$ cat config.mk
export PLATFORM = sky130hd
export DESIGN_NAME = cel_pixel_blend_top
export DESIGN_NICKNAME = d
export VERILOG_FILES = /design/src/rtl/cpb_pkg.sv /design/src/rtl/cpb_regs.sv /design/src/rtl/cel_pixel_blend_top.sv
export SDC_FILE = /design/constraint.sdc
export NUM_CORES = 1
export LEC_CHECK = 0
export BUFFER_PORTS_ARGS = -buffer_cell sky130_fd_sc_hd__buf_2
export CELL_PAD_IN_SITES_DETAIL_PLACEMENT = 1
export CELL_PAD_IN_SITES_GLOBAL_PLACEMENT = 1
export CORE_MARGIN = 5
export CORE_UTILIZATION = 25
export DETAILED_ROUTE_END_ITERATION = 8
export GPL_TIMING_DRIVEN = 0
export PLACE_DENSITY = 0.59
export SLEW_MARGIN = 10
export SYNTH_ARGS = -nofsm -noshare
export SYNTH_HDL_FRONTEND = slang
export SYNTH_SLANG_ARGS = --single-unit
$ cat constraint.sdc
create_clock -name aclk -period 6.2 [get_ports aclk]
set_clock_uncertainty 0.2 [all_clocks]
set_input_delay 1.24 -clock aclk [delete_from_list [all_inputs] [get_ports aclk]]
set_output_delay 1.24 -clock aclk [all_outputs]
set_load 0.03 [all_outputs]
$ cat src/rtl/cpb_pkg.sv
// Package for the sprite pixel blend block: register map, reset values,
// configuration and word types, channel helpers. No dependencies.
package cpb_pkg;

    // Register file geometry
    localparam int REG_COUNT = 8;
    localparam int IDX_W     = 3;
    localparam int ADDR_W    = 5;
    localparam int DATA_W    = 32;

    // Color geometry
    localparam int COLOR_W = 16;
    localparam int CHAN_W  = 5;
    localparam int MULT_W  = 4;
    localparam int SHIFT_W = 3;
    localparam int PROD_W  = CHAN_W + MULT_W;
    localparam int SUM_W   = PROD_W + 1;
    localparam int NCHAN   = 3;

    localparam logic [CHAN_W-1:0] CHAN_MAX = 5'd31;

    // Register indexes (byte address is 4 * index)
    localparam logic [IDX_W-1:0] REG_OPAQUE_MODE      = 3'd0;
    localparam logic [IDX_W-1:0] REG_SOURCE_SELECT    = 3'd1;
    localparam logic [IDX_W-1:0] REG_MULTIPLIER       = 3'd2;
    localparam logic [IDX_W-1:0] REG_DIVIDE_SHIFT     = 3'd3;
    localparam logic [IDX_W-1:0] REG_FINAL_HALVE      = 3'd4;
    localparam logic [IDX_W-1:0] REG_ADD_CONSTANT     = 3'd5;
    localparam logic [IDX_W-1:0] REG_XOR_MODE         = 3'd6;
    localparam logic [IDX_W-1:0] REG_ZERO_TRANSPARENT = 3'd7;

    // Second source codes, source_select[1:0]
    localparam logic [1:0] SRC2_NONE   = 2'd0;
    localparam logic [1:0] SRC2_CONST  = 2'd1;
    localparam logic [1:0] SRC2_FRAME  = 2'd2;
    localparam logic [1:0] SRC2_SPRITE = 2'd3;

    // Bit of source_select that picks the framebuffer as first source
    localparam int SEL_FIRST_FB = 2;

    typedef struct packed {
        logic               opaque_mode;
        logic [2:0]         source_select;
        logic [MULT_W-1:0]  multiplier;
        logic [SHIFT_W-1:0] divide_shift;
        logic               final_halve;
        logic [CHAN_W-1:0]  add_constant;
        logic               xor_mode;
        logic               zero_transparent;
    } cfg_t;

    localparam cfg_t CFG_RESET = '{
        opaque_mode:      1'b1,
        source_select:    3'd0,
        multiplier:       4'd8,
        divide_shift:     3'd3,
        final_halve:      1'b0,
        add_constant:     5'd0,
        xor_mode:         1'b0,
        zero_transparent: 1'b1
    };

    typedef struct packed {
        logic [COLOR_W-1:0] sprite_color;
        logic [COLOR_W-1:0] frame_color;
        logic               already_blended;
    } in_word_t;

    typedef struct packed {
        logic               write_enable;
        logic [COLOR_W-1:0] out_color;
        logic               mark_stencil;
    } out_word_t;

    // Channel k of an RGB555 color: 0 blue, 1 green, 2 red
    function automatic logic [CHAN_W-1:0] get_chan(input logic [COLOR_W-1:0] c,
                                                   input int k);
        logic [COLOR_W-1:0] sh;
        sh = c >> (k * CHAN_W);
        return sh[CHAN_W-1:0];
    endfunction

endpackage

$ cat src/rtl/cpb_regs.sv
// APB-style configuration registers of the pixel blend block.
// Depends on cpb_pkg.
module cpb_regs (
    input  logic                       aclk,
    input  logic                       aresetn,
    input  logic                       psel,
    input  logic                       penable,
    input  logic                       pwrite,
    input  logic [cpb_pkg::ADDR_W-1:0] paddr,
    input  logic [cpb_pkg::DATA_W-1:0] pwdata,
    output logic [cpb_pkg::DATA_W-1:0] prdata,
    output logic                       pready,
    output cpb_pkg::cfg_t              cfg
);
    import cpb_pkg::*;

    cfg_t             cfg_reg;
    cfg_t             cfg_next;
    logic [IDX_W-1:0] idx;
    logic             wr_en;

    assign idx    = paddr[ADDR_W-1:2];
    assign wr_en  = psel && penable && pwrite;
    assign pready = 1'b1;
    assign cfg    = cfg_reg;

    // Register write decode
    always_comb begin
        cfg_next = cfg_reg;
        if (wr_en) begin
            case (idx)
                REG_OPAQUE_MODE:      cfg_next.opaque_mode      = pwdata[0];
                REG_SOURCE_SELECT:    cfg_next.source_select    = pwdata[2:0];
                REG_MULTIPLIER:       cfg_next.multiplier       = pwdata[MULT_W-1:0];
                REG_DIVIDE_SHIFT:     cfg_next.divide_shift     = pwdata[SHIFT_W-1:0];
                REG_FINAL_HALVE:      cfg_next.final_halve      = pwdata[0];
                REG_ADD_CONSTANT:     cfg_next.add_constant     = pwdata[CHAN_W-1:0];
                REG_XOR_MODE:         cfg_next.xor_mode         = pwdata[0];
                REG_ZERO_TRANSPARENT: cfg_next.zero_transparent = pwdata[0];
                default:              cfg_next = cfg_reg;
            endcase
        end
    end

    always_ff @(posedge aclk) begin
        if (!aresetn) begin
            cfg_reg <= CFG_RESET;
        end else begin
            cfg_reg <= cfg_next;
        end
    end

    // Read mux
    always_comb begin
        prdata = '0;
        case (idx)
            REG_OPAQUE_MODE:      prdata[0]            = cfg_reg.opaque_mode;
            REG_SOURCE_SELECT:    prdata[2:0]          = cfg_reg.source_select;
            REG_MULTIPLIER:       prdata[MULT_W-1:0]   = cfg_reg.multiplier;
            REG_DIVIDE_SHIFT:     prdata[SHIFT_W-1:0]  = cfg_reg.divide_shift;
            REG_FINAL_HALVE:      prdata[0]            = cfg_reg.final_halve;
            REG_ADD_CONSTANT:     prdata[CHAN_W-1:0]   = cfg_reg.add_constant;
            REG_XOR_MODE:         prdata[0]            = cfg_reg.xor_mode;
            REG_ZERO_TRANSPARENT: prdata[0]            = cfg_reg.zero_transparent;
            default:              prdata               = '0;
        endcase
    end

endmodule

$ cat src/rtl/cel_pixel_blend_top.sv
// Top level of the sprite pixel blend block: three-stage blend pipeline.
// Depends on cpb_pkg and cpb_regs.
//
//  channel | ports                          | word
//  --------+--------------------------------+-------------------------------
//  input   | s_valid, s_ready, s_data       | sprite, framebuffer, blended
//  result  | m_valid, m_ready, m_data       | write enable, color, stencil
//  config  | psel..pready (APB-style)       | 8 registers at 4*index
//
// One word per cycle enters while m_ready does not stall the pipe; each word
// passes the registers of stage 1 (multiply), stage 2 (shift/combine/saturate)
// and stage 3 (pack/zero test), and m_valid is the valid bit of stage 3.
// Each stage holds a valid bit and advances when the next stage is empty or
// moving, so a stalled m_ready fills the pipe without loss or repeats.
// Reset (synchronous, aresetn low) empties the pipe and loads register defaults.
module cel_pixel_blend_top (
    input  logic                       aclk,
    input  logic                       aresetn,
    input  logic                       s_valid,
    output logic                       s_ready,
    input  cpb_pkg::in_word_t          s_data,
    output logic                       m_valid,
    input  logic                       m_ready,
    output cpb_pkg::out_word_t         m_data,
    input  logic                       psel,
    input  logic                       penable,
    input  logic                       pwrite,
    input  logic [cpb_pkg::ADDR_W-1:0] paddr,
    input  logic [cpb_pkg::DATA_W-1:0] pwdata,
    output logic [cpb_pkg::DATA_W-1:0] prdata,
    output logic                       pready
);
    import cpb_pkg::*;

    typedef struct packed {
        logic                          opaque;
        logic [COLOR_W-1:0]            sprite;
        logic                          blocked;
        logic                          needs_fb;
        logic [NCHAN-1:0][PROD_W-1:0]  prod;
        logic [NCHAN-1:0][CHAN_W-1:0]  second;
    } st1_t;

    typedef struct packed {
        logic                          opaque;
        logic [COLOR_W-1:0]            sprite;
        logic                          blocked;
        logic                          needs_fb;
        logic [NCHAN-1:0][CHAN_W-1:0]  chan;
    } st2_t;

    cfg_t      cfg;
    st1_t      st1_reg, st1_next;
    st2_t      st2_reg, st2_next;
    out_word_t st3_reg, st3_next;
    logic      v1_reg, v2_reg, v3_reg;
    logic      v1_next, v2_next, v3_next;
    logic      rdy1, rdy2, rdy3;

    cpb_regs u_regs (
        .aclk    (aclk),
        .aresetn (aresetn),
        .psel    (psel),
        .penable (penable),
        .pwrite  (pwrite),
        .paddr   (paddr),
        .pwdata  (pwdata),
        .prdata  (prdata),
        .pready  (pready),
        .cfg     (cfg)
    );

    // Stage handshake: a stage takes a word when empty or draining
    assign rdy3    = !v3_reg || m_ready;
    assign rdy2    = !v2_reg || rdy3;
    assign rdy1    = !v1_reg || rdy2;
    assign s_ready = rdy1;
    assign m_valid = v3_reg;
    assign m_data  = st3_reg;

    assign v1_next = rdy1 ? s_valid : v1_reg;
    assign v2_next = rdy2 ? v1_reg  : v2_reg;
    assign v3_next = rdy3 ? v2_reg  : v3_reg;

    // Stage 1: source selection and per-channel multiply
    always_comb begin
        logic [COLOR_W-1:0] first;
        logic [1:0]         sel2;
        logic               first_fb;
        first_fb = cfg.source_select[SEL_FIRST_FB];
        sel2     = cfg.source_select[1:0];
        first    = first_fb ? s_data.frame_color : s_data.sprite_color;
        st1_next.opaque   = cfg.opaque_mode;
        st1_next.sprite   = s_data.sprite_color;
        st1_next.needs_fb = first_fb || (sel2 == SRC2_FRAME);
        st1_next.blocked  = st1_next.needs_fb && s_data.already_blended;
        for (int k = 0; k < NCHAN; k++) begin
            st1_next.prod[k] = {{MULT_W{1'b0}}, get_chan(first, k)}
                             * {{CHAN_W{1'b0}}, cfg.multiplier};
            case (sel2)
                SRC2_NONE:   st1_next.second[k] = '0;
                SRC2_CONST:  st1_next.second[k] = cfg.add_constant;
                SRC2_FRAME:  st1_next.second[k] = get_chan(s_data.frame_color, k);
                SRC2_SPRITE: st1_next.second[k] = get_chan(s_data.sprite_color, k);
                default:     st1_next.second[k] = '0;
            endcase
        end
    end

    // Stage 2: divide, combine, halve, saturate
    always_comb begin
        logic [PROD_W-1:0] shifted;
        logic [SUM_W-1:0]  comb;
        logic [SUM_W-1:0]  halved;
        shifted = '0;
        comb    = '0;
        halved  = '0;
        st2_next.opaque   = st1_reg.opaque;
        st2_next.sprite   = st1_reg.sprite;
        st2_next.blocked  = st1_reg.blocked;
        st2_next.needs_fb = st1_reg.needs_fb;
        for (int k = 0; k < NCHAN; k++) begin
            shifted = st1_reg.prod[k] >> cfg.divide_shift;
            if (cfg.xor_mode) begin
                comb = {1'b0, shifted ^ {{MULT_W{1'b0}}, st1_reg.second[k]}};
            end else begin
                comb = {1'b0, shifted} + {{(SUM_W-CHAN_W){1'b0}}, st1_reg.second[k]};
            end
            halved = cfg.final_halve ? (comb >> 1) : comb;
            if (halved > {{(SUM_W-CHAN_W){1'b0}}, CHAN_MAX}) begin
                st2_next.chan[k] = CHAN_MAX;
            end else begin
                st2_next.chan[k] = halved[CHAN_W-1:0];
            end
        end
    end

    // Stage 3: pack, zero test, result word
    always_comb begin
        logic [COLOR_W-1:0] color;
        color = {1'b0, st2_reg.chan[2], st2_reg.chan[1], st2_reg.chan[0]};
        st3_next = '0;
        if (st2_reg.opaque) begin
            if (!(st2_reg.sprite == '0 && cfg.zero_transparent)) begin
                st3_next.write_enable = 1'b1;
                st3_next.out_color    = st2_reg.sprite;
            end
        end else if (!st2_reg.blocked) begin
            if (!(color == '0 && cfg.zero_transparent)) begin
                st3_next.write_enable = 1'b1;
                st3_next.out_color    = color;
                st3_next.mark_stencil = st2_reg.needs_fb;
            end
        end
    end

    // Valid bits
    always_ff @(posedge aclk) begin
        if (!aresetn) begin
            v1_reg <= 1'b0;
            v2_reg <= 1'b0;
            v3_reg <= 1'b0;
        end else begin
            v1_reg <= v1_next;
            v2_reg <= v2_next;
            v3_reg <= v3_next;
        end
    end

    // Stage data, loaded only when a word moves in
    always_ff @(posedge aclk) begin
        if (rdy1 && s_valid) begin
            st1_reg <= st1_next;
        end
        if (rdy2 && v1_reg) begin
            st2_reg <= st2_next;
        end
        if (rdy3 && v2_reg) begin
            st3_reg <= st3_next;
        end
    end

endmodule
==> results.tsv <==
metric	value	unit
total_power	2.39	mW
h-tree-depth	4	
firstDrtPassIters	5	
die_w	199	µm
die_h	199	µm
utilization	30.1	%
fmax	216	MHz
holdWs	216	ps
cts_resized	0	
fin_setup_tns	0	ps
num_rows	69	
irDropWorstVdd	0.192	mV
synthFlopType	edfxtp_1	
pwr_density_cell	224	mW/mm²
path_max_fanout	10	
place.gp.congestion	0.842	
drive_gt1_share	18.5	%
synth_edf_count	113	
largest_reg_flops	61	
synth_seq_cells	135	
start_util	25.3	%
postCtsSetupBuffers	0	
io_buffers	70	
viasPerCell	4.68	
drtAntennaViolNets	0	
final_cell_area	0.0107	mm²
power_leakage	4.42	nW
placedCellCount	1401	
endpoint_kind	flop	
crit_arrival	4610	ps
fin_crit_sh	74.6	%
place_area	0.0101	mm²
min_period	4630	ps
diodes	0	
initialDrtViolationCount	310	
synth_seq_area_share	42.7	%
wl_per_cell	18.3	µm
first_global_vias	6958	
path_class	flop to flop	
cap_violations	0	
tightest_slew	848	ps
hp-class	flop to flop	
cts.clk_slew.worst_paths	60	ps
slowest_stage	buf_1	
dp_hpwl	21300	µm
slowest_delay	650	ps
ys_warn_count	0	
cts-root-buf	clkbuf_16	
cts_tree	yes	
wl	26200	µm
clk_latency	430	ps
core	0.0355	mm²
cts.sinks	135	
finalHoldViolCount	0	
path_common_cell	fa_1	
final_nets	1111	
pre_cts_ws	1470	ps
globalRouteOverflowTotal	0	
synth_cell_types	66	
drc_errors	0	
rsz0062_at_grt	no	
synthArstFlopShare	0	%
grt_pass1_wl	40400	µm
dieArea	0.0398	mm²
path_cells	buf_2 -> buf_1 -> mux2i_1 -> nand2b_1 -> fa_1 -> fa_1 -> inv_1 -> fa_1 -> a21oi_1 -> nor2_1 -> nor2_1 -> o21bai_1 -> a21oi_1 -> xnor2_1	
avgSynthCellArea	10.7	µm²
ctsHoldBuffers	0	
via_count	6712	
finalNonFillerCells	1433	
grt_max_degree	28	
grt_use_total	13.3	%
synthCells	841	
critPathLaunchType	flop	
slew_viol_final	0	
setup_viol	0	
nFillCells	4036	
status	complete, no violations	
clockBufferDepth	2	
grt_antenna_before_repair	0	
syn_area	0.00897	mm²
relSlewSlack	43.2	%
cts_buffers	17	
area_delta_synth_final	18.9	%
critPathRequiredTime	6180	ps
boundaryPins	130	
fin_ws	1570	ps
## synthesized netlist by cell type (all sizes together), types with 4 or more instances
| master | number | area (µm²) |
|---|---|---|
| nand2 | 88 | 330 |
| a21boi | 6 | 45.0 |
| nor4 | 6 | 37.5 |
| xnor2 | 20 | 175 |
| a21oi | 54 | 270 |
| buf | 44 | 298 |
| nor2b | 43 | 269 |
| a31oi | 8 | 50.1 |
| inv | 42 | 158 |
| mux2i | 42 | 420 |
| a22oi | 5 | 42.5 |
| nor2 | 31 | 116 |
| ha | 54 | 676 |
| clkbuf | 23 | 86.3 |
| fa | 21 | 420 |
| xor2 | 6 | 52.6 |
| a22o | 15 | 131 |
| dfxtp | 22 | 440 |
| and3 | 4 | 25.0 |
| o31ai | 4 | 30.0 |
| nand3 | 8 | 40.0 |
| nand2b | 17 | 106 |
| a21o | 29 | 218 |
| edfxtp | 113 | 3390 |
| o21ai | 31 | 155 |
| o21bai | 7 | 52.6 |
| nor3 | 4 | 25.0 |
| and2 | 17 | 106 |
| mux4 | 8 | 180 |
| o211ai | 5 | 37.5 |
| mux2 | 19 | 214 |
| or2 | 4 | 25.0 |
## report_power, final
group | internal (mW) | leakage [nW] | switching [mW]
combinational | 0.130 | 2.90 | 0.196
sequential | 1.03 | 1.26 | 0.0240
clock | 0.602 | 0.264 | 0.406
total | 1.77 | 4.42 | 0.626
## per-layer routing
metal	vias to the layer above	GRT usage (%)	part of all wire, %
li1	3222	-	-
met1	3336	17.0	44
met2	117	23.4	50
met3	37	1.70	3.4
met4	0	4.23	2.2
met5	-	0	0
## layout by cell type, fill, tap and decap left out, types with 8 or more instances in the layout
cell / instances
o21ai_0: 29
nand2_1: 88
buf_2: 77
edfxtp_1: 113
nor2b_1: 42
nand2b_1: 17
mux2_2: 19
a21oi_1: 54
a22o_1: 15
ha_1: 54
buf_4: 29
inv_1: 40
mux2i_1: 42
xnor2_1: 20
conb_1: 28
nor2_1: 31
mux4_2: 8
clkbuf_1: 26
clkbuf_16: 17
a21o_1: 29
nand3_1: 8
fa_1: 21
and2_1: 17
dfxtp_1: 22
## logic make-up after synthesis
family	after synthesis	synth area share, %
adder cells (fa/ha/maj)	75	12.2
AO/OA/AOI/OAI	191	14.3
flip-flops	135	42.7
other	2	0.0837
XOR/XNOR	26	2.54
buffers and inverters	109	6.04
AND/OR/NAND/NOR	234	13.1
multiplexers	69	9.08
## cell type report
type | instances | area, µm² | area share (%)
repair buffers | 73 | 418 | 3.92
clock inverters | 11 | 124 | 1.16
flip-flops and latches | 135 | 3830 | 35.9
inverters | 42 | 158 | 1.48
well taps | 461 | 577 | 5.41
multi-input cells | 623 | 4720 | 44.3
clock buffers | 21 | 450 | 4.22
plain buffers | 67 | 384 | 3.60
## path summary, 6_finish.rpt
check,cells after the start,start,slack (ps),to
worst max-delay path,14,u_regs.cfg[17],1570,st1_reg[41]
worst min-delay path,0,st1_reg[52],220,st2_reg[25]
worst max register to register,14,u_regs.cfg[17],1570,st1_reg[41]
worst min register to register,0,st1_reg[52],220,st2_reg[25]
## critical path, delay by kind of cell (launching register included)
kind | cells | cell delay (ps)
muxes | 1 | 550
DFF | 1 | 300
adders and majority gates | 3 | 1430
xor gates and xnor gates | 1 | 80
AOI/OAI and AO/OA | 3 | 420
and+or+nand+nor | 3 | 420
buffers and inverters | 3 | 960
Power figures use the tool's default switching activity.
